## config.mk

```make
export PLATFORM = sky130hd
export DESIGN_NAME = rgb_to_yuv420_converter
export DESIGN_NICKNAME = d
export VERILOG_FILES = /design/src/rtl/rgbyuv_pkg.sv /design/src/rtl/rgbyuv_math.sv /design/src/rtl/rgb_to_yuv420_converter.sv
export SDC_FILE = /design/constraint.sdc
export NUM_CORES = 1
export LEC_CHECK = 0
export BUFFER_PORTS_ARGS = -buffer_cell sky130_fd_sc_hd__clkbuf_2
export CAP_MARGIN = 10
export CORE_UTILIZATION = 65
export CTS_BUF_LIST = sky130_fd_sc_hd__clkbuf_8
export CTS_CLUSTER_SIZE = 14
export DETAILED_ROUTE_END_ITERATION = 10
export PLACE_DENSITY = 0.93
export RECOVER_POWER = 50
export SLEW_MARGIN = 30
export SYNTH_ARGS = -nofsm -noshare
export SYNTH_HDL_FRONTEND = slang
export SYNTH_HIERARCHICAL = 1
export SYNTH_SLANG_ARGS = --single-unit
```

## constraint.sdc

```tcl
create_clock -name clk -period 7.4 [get_ports clk]
set_input_delay 0.74 -clock clk [delete_from_list [all_inputs] [get_ports clk]]
set_output_delay 0.74 -clock clk [all_outputs]
set_load 0.02 [all_outputs]
```

## src/rtl/rgbyuv_pkg.sv

```systemverilog
// shared types and constants for the rgb to yuv 4:2:0 converter
package rgbyuv_pkg;

    localparam int unsigned CFG_DATA_W = 13;
    localparam int unsigned CFG_IDX_W  = 2;
    localparam int unsigned DIM_W      = 14;
    localparam int unsigned SUM_W      = 17;

    typedef enum logic [CFG_IDX_W-1:0] {
        REG_FRAME_WIDTH  = 2'd0,
        REG_FRAME_HEIGHT = 2'd1,
        REG_GRAY_INPUT   = 2'd2
    } cfg_reg_t;

    // bt.601 integer weights, negative terms kept as magnitudes
    localparam logic [SUM_W-1:0] K_Y_R = 17'd66;
    localparam logic [SUM_W-1:0] K_Y_G = 17'd129;
    localparam logic [SUM_W-1:0] K_Y_B = 17'd25;
    localparam logic [SUM_W-1:0] K_U_R = 17'd38;
    localparam logic [SUM_W-1:0] K_U_G = 17'd74;
    localparam logic [SUM_W-1:0] K_U_B = 17'd112;
    localparam logic [SUM_W-1:0] K_V_R = 17'd112;
    localparam logic [SUM_W-1:0] K_V_G = 17'd94;
    localparam logic [SUM_W-1:0] K_V_B = 17'd18;

    // offsets already scaled by 256
    localparam logic [SUM_W-1:0] Y_BIAS = 17'd4096;
    localparam logic [SUM_W-1:0] C_BIAS = 17'd32768;

    typedef struct packed {
        logic [7:0] red;
        logic [7:0] green;
        logic [7:0] blue;
        logic       chroma_valid;
        logic       frame_end;
    } pix_t;

    typedef struct packed {
        logic [7:0] luma;
        logic [7:0] chroma_u;
        logic [7:0] chroma_v;
    } yuv_t;

endpackage

```

## src/rtl/rgbyuv_math.sv

```systemverilog
// color matrix: one registered pixel to luma and chroma
module rgbyuv_math
    import rgbyuv_pkg::*;
(
    input  pix_t pix,
    output yuv_t yuv
);

    logic [SUM_W-1:0] r_ext;
    logic [SUM_W-1:0] g_ext;
    logic [SUM_W-1:0] b_ext;
    logic [SUM_W-1:0] y_sum;
    logic [SUM_W-1:0] u_sum;
    logic [SUM_W-1:0] v_sum;

    assign r_ext = {9'd0, pix.red};
    assign g_ext = {9'd0, pix.green};
    assign b_ext = {9'd0, pix.blue};

    // biased sums never go negative nor reach 2^16
    assign y_sum = K_Y_R * r_ext + K_Y_G * g_ext + K_Y_B * b_ext + Y_BIAS;
    assign u_sum = K_U_B * b_ext + C_BIAS - K_U_R * r_ext - K_U_G * g_ext;
    assign v_sum = K_V_R * r_ext + C_BIAS - K_V_G * g_ext - K_V_B * b_ext;

    always_comb
    begin
        yuv.luma     = y_sum[15:8];
        yuv.chroma_u = pix.chroma_valid ? u_sum[15:8] : 8'd0;
        yuv.chroma_v = pix.chroma_valid ? v_sum[15:8] : 8'd0;
    end

endmodule

```

## src/rtl/rgb_to_yuv420_converter.sv

```systemverilog
// top level of the streaming rgb to yuv 4:2:0 converter
//
// input stream s_axis carries one pixel per transfer in raster order;
// output stream m_axis carries one result per pixel: luma always, chroma
// u and v only on even lines at even columns (flagged in tuser, zero
// otherwise), tlast on the last pixel of the frame.
// the pixel is registered on input, the color matrix runs between that
// register and the output register: output valid rises once the pixel
// leaves the input register; throughput is one pixel per cycle while
// m_axis_tready is high, set by the single constant-multiply stage.
// frame size and gray mode are written through the cfg port; the user
// writes them while the stream is idle (not enforced by the block).
// writes never clear the column and line counters. reset empties both
// stages, zeroes the counters and loads 640 x 480, color mode.
// when m_axis_tready is low the output register holds, the input
// register fills, and then s_axis_tready drops; no transfer is lost.
module rgb_to_yuv420_converter
    import rgbyuv_pkg::*;
#(
    parameter int MAX_WIDTH  = 4096,
    parameter int MAX_HEIGHT = 4096
)
(
    input  logic                  clk,
    input  logic                  rst_n,
    input  logic                  cfg_we,
    input  logic [CFG_IDX_W-1:0]  cfg_index,
    input  logic [CFG_DATA_W-1:0] cfg_data,
    input  logic                  s_axis_tvalid,
    output logic                  s_axis_tready,
    input  logic [23:0]           s_axis_tdata,  // red, green, blue
    output logic                  m_axis_tvalid,
    input  logic                  m_axis_tready,
    output logic [23:0]           m_axis_tdata,  // luma, chroma_u, chroma_v
    output logic                  m_axis_tuser,  // chroma_valid
    output logic                  m_axis_tlast   // frame_end
);

    localparam int COL_W = (MAX_WIDTH > 2) ? $clog2(MAX_WIDTH) : 1;
    localparam int LIN_W = (MAX_HEIGHT > 1) ? $clog2(MAX_HEIGHT) : 1;
    localparam logic [DIM_W-1:0] W_CAP = DIM_W'(MAX_WIDTH) & ~DIM_W'(1);
    localparam logic [DIM_W-1:0] H_CAP = DIM_W'(MAX_HEIGHT);

    logic [CFG_DATA_W-1:0] frame_width_reg;
    logic [CFG_DATA_W-1:0] frame_height_reg;
    logic                  gray_input_reg;

    logic [COL_W-1:0] col_reg;
    logic [COL_W-1:0] col_next;
    logic [LIN_W-1:0] line_reg;
    logic [LIN_W-1:0] line_next;

    logic s1_valid_reg;
    pix_t s1_reg;
    pix_t s1_next;
    logic out_valid_reg;
    yuv_t out_reg;
    yuv_t yuv;
    logic out_user_reg;
    logic out_last_reg;

    logic [DIM_W-1:0] w_raw;
    logic [DIM_W-1:0] h_raw;
    logic [DIM_W-1:0] eff_w;
    logic [DIM_W-1:0] eff_h;
    logic             last_col;
    logic             last_line;
    logic             in_xfer;
    logic             s1_adv;

    assign s1_adv        = !out_valid_reg || m_axis_tready;
    assign s_axis_tready = !s1_valid_reg || s1_adv;
    assign in_xfer       = s_axis_tvalid && s_axis_tready;

    // effective frame size
    always_comb
    begin
        w_raw = {1'b0, frame_width_reg[CFG_DATA_W-1:1], 1'b0};
        h_raw = {1'b0, frame_height_reg};
        if (w_raw < DIM_W'(2))
            eff_w = DIM_W'(2);
        else if (w_raw > W_CAP)
            eff_w = W_CAP;
        else
            eff_w = w_raw;
        if (h_raw < DIM_W'(1))
            eff_h = DIM_W'(1);
        else if (h_raw > H_CAP)
            eff_h = H_CAP;
        else
            eff_h = h_raw;
    end

    always_comb
    begin
        last_col  = (DIM_W'(col_reg) + DIM_W'(1)) >= eff_w;
        last_line = (DIM_W'(line_reg) + DIM_W'(1)) >= eff_h;
        if (last_col)
        begin
            col_next  = '0;
            line_next = last_line ? '0 : line_reg + LIN_W'(1);
        end
        else
        begin
            col_next  = col_reg + COL_W'(1);
            line_next = line_reg;
        end
        s1_next.red          = s_axis_tdata[7:0];
        s1_next.green        = gray_input_reg ? s_axis_tdata[7:0] : s_axis_tdata[15:8];
        s1_next.blue         = gray_input_reg ? s_axis_tdata[7:0] : s_axis_tdata[23:16];
        s1_next.chroma_valid = !line_reg[0] && !col_reg[0];
        s1_next.frame_end    = last_col && last_line;
    end

    rgbyuv_math u_math
    (
        .pix (s1_reg),
        .yuv (yuv)
    );

    // configuration registers
    always_ff @(posedge clk or negedge rst_n)
    begin
        if (!rst_n)
        begin
            frame_width_reg  <= CFG_DATA_W'(640);
            frame_height_reg <= CFG_DATA_W'(480);
            gray_input_reg   <= 1'b0;
        end
        else if (cfg_we)
        begin
            case (cfg_index)
                REG_FRAME_WIDTH:  frame_width_reg  <= cfg_data;
                REG_FRAME_HEIGHT: frame_height_reg <= cfg_data;
                REG_GRAY_INPUT:   gray_input_reg   <= cfg_data[0];
                default: ;
            endcase
        end
    end

    // counters and stage valids
    always_ff @(posedge clk or negedge rst_n)
    begin
        if (!rst_n)
        begin
            col_reg       <= '0;
            line_reg      <= '0;
            s1_valid_reg  <= 1'b0;
            out_valid_reg <= 1'b0;
        end
        else
        begin
            if (in_xfer)
            begin
                col_reg  <= col_next;
                line_reg <= line_next;
            end
            if (s_axis_tready)
                s1_valid_reg <= s_axis_tvalid;
            if (s1_adv)
                out_valid_reg <= s1_valid_reg;
        end
    end

    // payload registers
    always_ff @(posedge clk)
    begin
        if (in_xfer)
            s1_reg <= s1_next;
        if (s1_adv && s1_valid_reg)
        begin
            out_reg      <= yuv;
            out_user_reg <= s1_reg.chroma_valid;
            out_last_reg <= s1_reg.frame_end;
        end
    end

    assign m_axis_tvalid = out_valid_reg;
    assign m_axis_tdata  = {out_reg.chroma_v, out_reg.chroma_u, out_reg.luma};
    assign m_axis_tuser  = out_user_reg;
    assign m_axis_tlast  = out_last_reg;

endmodule
```

## Word level (Yosys, flattened, before mapping)

Index checks and enable logic that the tools add are counted.

| word-level totals | value |
|---|---|
| register bits after elaboration | 105 |
| latch bits | 0 |
| memory bits (writable) | 0 |
| memory bits (read-only) | 0 |
| input port bits | 44 |
| output and inout bits | 28 |
| memories | 0 |

| cells by class | value |
|---|---|
| add/subtract/negate cells | 13 |
| multiply operators | 9 |
| divide/modulo/power cells | 0 |
| order comparisons | 6 |
| equality and inequality tests | 2 |
| shift operators | 0 |
| mux-type cells | 8 |
| bitwise gates (word level) | 0 |
| reductions and logical operators | 15 |

Operators with widths:

| cell | count |
|---|---|
| subtractor 16 bit | 4 |
| multiplier 6 x 8 -> 14 bit (first input constant) | 3 |
| two-way mux 13 bit | 3 |
| adder 16 bit | 2 |
| adder 16 bit (second input constant) | 2 |
| greater-or-equal comparator 13 x 14 -> 1 bit | 2 |
| adder 12 x 1 -> 13 bit (second input constant) | 2 |
| > comparator 13 bit (second input constant) | 2 |
| multiplier 5 x 8 -> 13 bit (first input constant) | 2 |
| adder 12 x 1 -> 12 bit (second input constant) | 2 |
| two-way mux 12 bit | 2 |
| multiplier 3 x 8 -> 11 bit (first input constant) | 2 |
| adder 16 x 13 -> 16 bit (second input constant) | 1 |
| multiplier 8 x 8 -> 16 bit (first input constant) | 1 |
| two-way mux 8 bit | 2 |
| two-way mux 14 bit | 1 |
| less-than comparator 13 x 1 -> 1 bit (second input constant) | 1 |
| less-than comparator 13 x 2 -> 1 bit (second input constant) | 1 |
| multiplier 4 x 8 -> 12 bit (first input constant) | 1 |
| AND reduction 2 bit | 4 |
| logical AND 1 bit | 4 |
| zero test 1 bit | 4 |
| == test 2 x 1 -> 1 bit (second input constant) | 1 |
| == test 2 bit (second input constant) | 1 |
| 2 further kinds | 3 |

## Longest topological paths before layout

Gate-level depths: netlist (run 1).

| depth | value |
|---|---|
| word-level depth | 5 |
| mapped depth | 21 |

## Modules after synthesis

Netlist (run 1), hierarchy kept.

Modules (own cells, without submodules):

| module | instances | cells each | area each (µm²) | sequential area each (µm²) |
|---|---|---|---|---|
| rgbyuv_math | 1 | 823 | 7150.6 | 0.0 |
| rgb_to_yuv420_converter | 1 | 403 | 4901.0 | 2870.3 |

## Worst setup path before layout (run 1)

No wires, ideal clock.

| timing path | value |
|---|---|
| path kind | reg2reg |
| start | register s1_reg[20] in the netlist's numbering |
| end | register out_reg, in the netlist m_axis_tdata[6] (data pin) |
| setup time | 258 ps |
| data arrival time | 4928 ps |
| slack | 2215 ps |
| cell stages (with the launch flop) | 20 |
| buffers on the path | 0 |
| clock period less this slack | 5185 ps |
| cell sequence | edfxtp_1 ha_1 ha_1 ha_1 inv_1 fa_1 xnor2_1 ha_1 inv_1 fa_1 fa_1 inv_1 fa_1 ha_1 ha_1 a21oi_1 a2bb2oi_1 nand2_1 a21oi_1 xnor2_1 |

RTL lines:

| item | RTL line | text |
|---|---|---|
| start: declaration | rgb_to_yuv420_converter.sv:54 | `pix_t s1_reg;` |
| start signal: assignment | rgb_to_yuv420_converter.sv:169 | `s1_reg <= s1_next;` |
| end signal: assignment | rgb_to_yuv420_converter.sv:172 | `out_reg <= yuv;` |
| end: declaration | rgb_to_yuv420_converter.sv:57 | `yuv_t out_reg;` |

==> results of run 1 <==
## how the worst max path moves through the flow
stage | startpoint | endpoint | slack [ns] | cells after the start
final | s1_reg[20] | m_axis_tdata[6] | 1.61 | 19
after global routing | s1_reg[12] | m_axis_tdata[23] | 1.34 | 20
after CTS | s1_reg[20] | m_axis_tdata[6] | 1.66 | 19
after detailed placement | s1_reg[20] | m_axis_tdata[6] | 1.74 | 19
after global placement | s1_reg[15] | m_axis_tdata[23] | 1.99 | 18
after floorplan | s1_reg[20] | m_axis_tdata[6] | 2.21 | 19
## cells in the mapped netlist (all sizes together), types with 6 or more instances
master,n
a211oi,7
a21o,18
a21oi,51
a22o,12
a31oi,7
and2,10
and3,18
clkbuf,8
dfrtp,46
dfstp,6
edfxtp,52
fa,86
ha,232
inv,208
mux2,27
nand2,87
nand2b,10
nand3,17
nand4,8
nor2,55
nor2b,19
nor3,17
o211ai,6
o21a,10
o21ai,55
o21bai,6
o31ai,7
xnor2,49
xor2,29
## per-stage QoR
stage / cell area, um2 / instances / setup WS, ns
after floorplan: 12050 / 1226 / 2.215
after CTS: 12870 / 1535 / 1.661
after global placement: 12680 / 1519 / 1.990
final: 12850 / 1535 / 1.605
after detailed placement: 12680 / 1519 / 1.739
after global routing: 12850 / 1535 / 1.342
## logic make-up (layout without fill, tap and decap cells)
logic type      count (synthesis)  in the layout
buf+inv                       222            302
xor+xnor                       78             78
flops                         104            104
mux                            30             30
fa+ha+maj                     318            318
compound gates                210            210
simple gates                  264            264
## per-layer routing
metal  vias up  track usage, %  part of all wire [%]
met2       282           55.72                    50
met5         -          0.5013                     0
met1      4407           33.38                    38
li1       4337               -                     -
met4         0           20.99                   6.9
met3       135           6.339                   5.2
## final cells by class
type	instances	area, um2
Clock inverter	7	71.32
Inverter	210	788.3
Clock buffer	9	123.9
Tap cell	229	286.5
Fill cell	1276	5233
Multi-Input combinational cell	900	8342
Timing Repair Buffer	76	371.6
Sequential cell	104	2870
==> results.sh, run 1 <==
export IMPL_reg2regPathDepth=19
export IMPL_layout_drive_gt1_share_pct=9.724
export IMPL_drc_errors=6
export IMPL_slowest_delay_ns=0.61
export IMPL_regToRegSetupSlack_ns=1.61
export IMPL_adder_cell_fraction_of_synth_area_pct=38.37
export IMPL_timing_critical_path_arrival_ns=5.95
export IMPL_fin_tns_setup_ns=0
export IMPL_setup_repair_after_global_routing_missed_its_margin="false"
export IMPL_yosys_cell_types_count=73
export IMPL_slowest_stage="edfxtp_1"
export IMPL_beginning_of_the_worst_register_to_register_path="s1_reg[20]"
export IMPL_cts_post_setup_buffers_inserted=0
export IMPL_cts_resized=0
export IMPL_synthesis_area_um2=12050
export IMPL_avgSynthCellArea_um2=9.830
export IMPL_cts_inserted_buffers=9
export IMPL_wire_length_of_the_first_global_routing_pass_um=46730
export IMPL_finalWorstPathRequiredPeriod_ns=5.795
export IMPL_design_final_nets=1663
export IMPL_gp_congestion=0.9485
export IMPL_finalCoreUtilization_pct=71.07
export IMPL_vias_in_the_first_global_route=9978
export IMPL_detail_route_wl_per_cell_um=18.16
export IMPL_share_of_synthesized_registers_carrying_an_async_set_or_reset_pct=50.00
export IMPL_cts_hold_repair_buffers=0
export IMPL_hpwlAfterDp_um=22400
export IMPL_setup_worst_path_end_class="flip-flop"
export IMPL_mostFrequentLayoutCells="232 x ha_1, 210 x inv_1, 87 x nand2_1"
export IMPL_timing_hold_violations_final=0
export IMPL_area_growth_pct=6.655
export IMPL_gate_count_post_synth=1226
export IMPL_critical_path_most_common_cell="ha_1"
export IMPL_path_cells="ha_1, ha_1, ha_1, inv_1, fa_1, xnor2_1, ha_1, inv_1, fa_1, fa_1, inv_1, fa_1, ha_1, ha_1, a21oi_1, a2bb2oi_1, nand2_1, a21oi_1, xnor2_1"
export IMPL_ys_dominant_reg_cell="edfxtp_1"
export IMPL_timing_worst_setup_path_type="flip-flop to flip-flop"
export IMPL_dr_total_vias=9161
export IMPL_die_height_um=138.2
export IMPL_start_util_pct=66.63
export IMPL_hold_critical_path_depth=0
export IMPL_crit_fanout=8
export IMPL_finalWirelength_um=27870
export IMPL_critical_path_top_delay_family="adder cells"
export IMPL_detailed_routing_iterations_pass_1=8
export IMPL_clk_path_buf_depth=2
export IMPL_flip_flop_count_of_the_largest_register_all_copies_and_words_added=26
export IMPL_cp_num_buf_inv=3
export IMPL_crit_path_start_kind="flip-flop"
export IMPL_worst_max_slew_pin_slew_ns=2.795
export IMPL_synthSimpleGateAreaFrac_pct=10.82
export IMPL_cts_sink_count=104
export IMPL_vias_cell=5.968
export IMPL_timing_hold_worst_start="s1_reg[0]"
export IMPL_final_common_cell="ha_1"
export IMPL_worst_ep_required_time_ns=7.56
export IMPL_max_freq_ghz=0.1726
export IMPL_synth_warnings=6
export IMPL_insertedDiodeCount=0
export IMPL_combinational_family_with_the_most_area_after_synthesis="adder cells"
export IMPL_clock_skew_ns=0.01822
export IMPL_clkTransAtPathRegs_ns=0.11
export IMPL_drv_cap=2
export IMPL_part_of_the_cycle_the_worst_path_needs_pct=78.31
export IMPL_clock_tree_root_cell="clkbuf_8"
export IMPL_cts_htree_levels=3
export IMPL_die_area_um2=19090
export IMPL_crit_reg2reg_capture="m_axis_tdata[6]"
export IMPL_outcome="finished with violations"
export IMPL_final_hold_worst_slack_ns=0.4462
export IMPL_global_route_usage_total_pct=31.17
export IMPL_post_synth_top_area_fraction_pct=24.09
export IMPL_globalRoute_totalOverflow=0
export IMPL_drtAntennaViolNets=0
export IMPL_ys_ff_latch=104
export IMPL_floorplan_core_area_um2=18090
export IMPL_grt_antenna_before_repair=0
export IMPL_netlist_top_cell_by_area="ha_1"
export IMPL_finish_stage_setup_viols=0
export IMPL_sequential_element_share_of_the_synthesized_area_pct=23.82
export IMPL_synth_mux_area_fraction_pct=2.772
export IMPL_worstHoldPathType="flip-flop to flip-flop"
export IMPL_tritoncts_clock_tree="yes"
export IMPL_design_portCount=72
export IMPL_synth_edff_count=52
export IMPL_initialDrtViolationCount=408
export IMPL_fraction_of_the_mapped_netlist_area_in_compound_gates_pct=11.59
export IMPL_hold_end="m_axis_tlast"
export IMPL_yosys_area_share_xor_xnor_pct=5.669
export IMPL_fp_row_count=49
export IMPL_failed_checks="design-rule violations, max-capacitance violations, max-slew violations"
export IMPL_io_buffer_count=71
export IMPL_slew_headroom_pct=-86.33
export IMPL_clk_insertion_delay_late_ns=0.40
export IMPL_maximum_number_of_pins_on_one_net_before_global_route_repair=53
export IMPL_finalMaxSlewViolations=80
export IMPL_synthesis_nets=1588
export IMPL_synthTopCellsByArea="ha_1 24%, fa_1 14%, edfxtp_1 13%, dfrtp_1 9.6%, inv_1 6.5%"
export IMPL_die_w_um=138.2
Power of run 1 is not shown: default switching activity piles up to over one toggle a cycle in this logic, so the estimate is an artifact.
==> run 2, diff against run 1 <==
Settings changed: CORE_UTILIZATION 65 to 58, PLACE_DENSITY 0.93 to 0.89.
Clock period 7.4 ns to 5.2 ns, I/O delays scaled along.
==> run 2 against run 1 <==
Against the previous run: the run ends with max-capacitance violations, max-slew violations, negative setup slack left; core utilization down 2.8 points; cell area up 7.8%; fmax up 9.9%; sequential share of layout area down 1.6 points; sequential cell count unchanged; global-route usage down 3.6 points.
==> results.sh, run 2 (synthesis gave the netlist of run 1 again) <==
export IMPL_finalMaxSlewViolations=80
export IMPL_finalWirelength_um=30280
export IMPL_maximum_number_of_pins_on_one_net_before_global_route_repair=53
export IMPL_detailed_place_area_um2=13010
export IMPL_design_portCount=72
export IMPL_initialDrtViolationCount=452
export IMPL_timing_hold_violations_final=0
export IMPL_place_inst=1597
export IMPL_tritoncts_clock_tree="yes"
export IMPL_slew_headroom_pct=-82.60
export IMPL_start_util_pct=59.37
export IMPL_setup_repair_after_global_routing_missed_its_margin="true"
export IMPL_flip_flop_count_of_the_largest_register_all_copies_and_words_added=26
export IMPL_fillCellCount=1399
export IMPL_mostFrequentLayoutCells="216 x ha_1, 198 x inv_1, 85 x fa_1"
export IMPL_crit_fanout=3
export IMPL_max_freq_ghz=0.1896
export IMPL_clkTransAtPathRegs_ns=0.13
export IMPL_finish_stage_setup_viols=4
export IMPL_cts_sink_count=104
export IMPL_timing_worst_setup_path_type="flip-flop to flip-flop"
export IMPL_floorplan_core_area_um2=20300
export IMPL_hold_critical_path_depth=1
export IMPL_worstHoldPathType="input pin to flip-flop"
export IMPL_fp_row_count=52
export IMPL_drtAntennaViolNets=0
export IMPL_detail_route_wl_per_cell_um=18.52
export IMPL_worst_max_slew_pin_slew_ns=2.739
export IMPL_layout_drive_gt1_share_pct=18.53
export IMPL_register_area_um2=2870
export IMPL_timing_critical_path_arrival_ns=5.44
export IMPL_critical_path_top_delay_family="adder cells"
export IMPL_insertedDiodeCount=0
export IMPL_worst_ep_required_time_ns=5.36
export IMPL_drv_cap=2
export IMPL_area_growth_pct=15.02
export IMPL_finalWorstPathRequiredPeriod_ns=5.275
export IMPL_multiInputGateArea_um2=8810
export IMPL_globalRoute_totalOverflow=0
export IMPL_failed_checks="max-capacitance violations, max-slew violations, negative setup slack"
export IMPL_drc_errors=0
export IMPL_clk_path_buf_depth=2
export IMPL_io_buffer_count=71
export IMPL_finalNonFillerCells=1635
export IMPL_path_cells="ha_1, ha_1, ha_2, inv_2, fa_2, xnor2_2, ha_1, inv_2, fa_1, fa_1, inv_2, fa_1, ha_4, ha_4, a21oi_4, buf_4, nand2_2, a21oi_1, xnor2_1"
export IMPL_slowest_delay_ns=0.51
export IMPL_clock_skew_ns=0.03242
export IMPL_gp_congestion=0.9038
export IMPL_design_final_nets=1722
export IMPL_die_w_um=146.1
export IMPL_setup_worst_path_end_class="flip-flop"
export IMPL_clk_insertion_delay_late_ns=0.41
export IMPL_die_height_um=146.1
export IMPL_part_of_the_cycle_the_worst_path_needs_pct=101.4
export IMPL_crit_path_start_kind="flip-flop"
export IMPL_dr_total_vias=9645
export IMPL_vias_in_the_first_global_route=9842
export IMPL_finalInstanceArea_um2=13860
export IMPL_die_area_um2=21360
export IMPL_wire_length_of_the_first_global_routing_pass_um=46800
export IMPL_final_critical_path_setup_slack_ns=-0.07497
export IMPL_hpwlAfterDp_um=22620
export IMPL_cp_num_buf_inv=4
export IMPL_grt_antenna_before_repair=0
export IMPL_final_common_cell="ha_1"
export IMPL_vias_cell=5.899
export IMPL_reg2regPathDepth=19
export IMPL_slowest_stage="fa_1"
export IMPL_global_route_usage_total_pct=27.60
export IMPL_critical_path_depth=19
export IMPL_clock_tree_root_cell="clkbuf_8"
export IMPL_cts_inserted_buffers=9
export IMPL_cts_hold_repair_buffers=0
export IMPL_detailed_routing_iterations_pass_1=7
export IMPL_cts_htree_levels=3
export IMPL_outcome="finished with violations"
-- run 2: cell count changes in the layout (fill, tap and decap cells not counted), sizes merged --
cell / previous run / this run
inv: 212 / 210
buf: 2 / 61
clkinvlp: 0 / 2
-- run 2: timing repair --
item | in CTS | in global routing
pin swaps | 7 | 44
endpoints found under the setup margin | 8 | 18
resized for setup | 19 | 74
buffers inserted | 4 | 18
-- run 2: final timing paths --
path / to / slack, ns / start
worst max-delay path: m_axis_tdata[4] / -0.07 / s1_reg[25]
worst min-delay path: s1_reg[21] / 0.30 / s_axis_tdata[3]
worst max register to register: m_axis_tdata[4] / -0.07 / s1_reg[25]
worst min register to register: m_axis_tlast / 0.44 / s1_reg[0]
max in group asynchronous: col_reg[8] / 2.58 / rst_n
min in group asynchronous: frame_height_reg[9] / 1.08 / rst_n
-- run 2: per-stage QoR --
| step | utilization, % | hold slack, ns | setup TNS, ns | worst slack, ns |
|---|---|---|---|---|
| after CTS | 65.95 | 0.2227 | 0 | 0.00001421 |
| after detailed placement | 64.08 | 0.4110 | -0.9338 | -0.3275 |
| after global routing | 68.29 | 0.3207 | -1.305 | -0.1922 |
| after global placement | 64.08 | 0.4032 | -0.005782 | -0.005782 |
| after floorplan | - | 0.2244 | 0 | 0.01451 |
| final | 68.29 | 0.2959 | -0.1742 | -0.07497 |
-- run 2: final cells by class --
type                    count  share of cell area (%)
inverters                 210                   5.705
flip-flops and latches    104                   20.71
clock inverters             7                  0.6499
repair buffers            135                   6.057
multi-input cells         900                   63.55
clock buffers               9                  0.8936
well taps                 270                   2.437
-- run 2: worst reg2reg max path, stage by stage (launching register included) --
cell,delay (ns)
edfxtp_1,0.42
ha_1,0.33
ha_1,0.29
ha_2,0.19
inv_2,0.05
fa_2,0.39
xnor2_2,0.16
ha_1,0.29
inv_2,0.04
fa_1,0.45
fa_1,0.51
inv_2,0.04
fa_1,0.50
ha_4,0.30
ha_4,0.22
a21oi_4,0.21
buf_4,0.15
nand2_2,0.06
a21oi_1,0.28
xnor2_1,0.17
-- run 2: layer usage --
layer,vias up,part of all wire (%),track usage [%]
li1,4456,-,-
met1,4716,38,31.09
met2,341,52,50.93
met3,132,4.6,3.063
met4,0,5.5,14.84
met5,-,0,0
Power of run 2 is left out for the same reason.
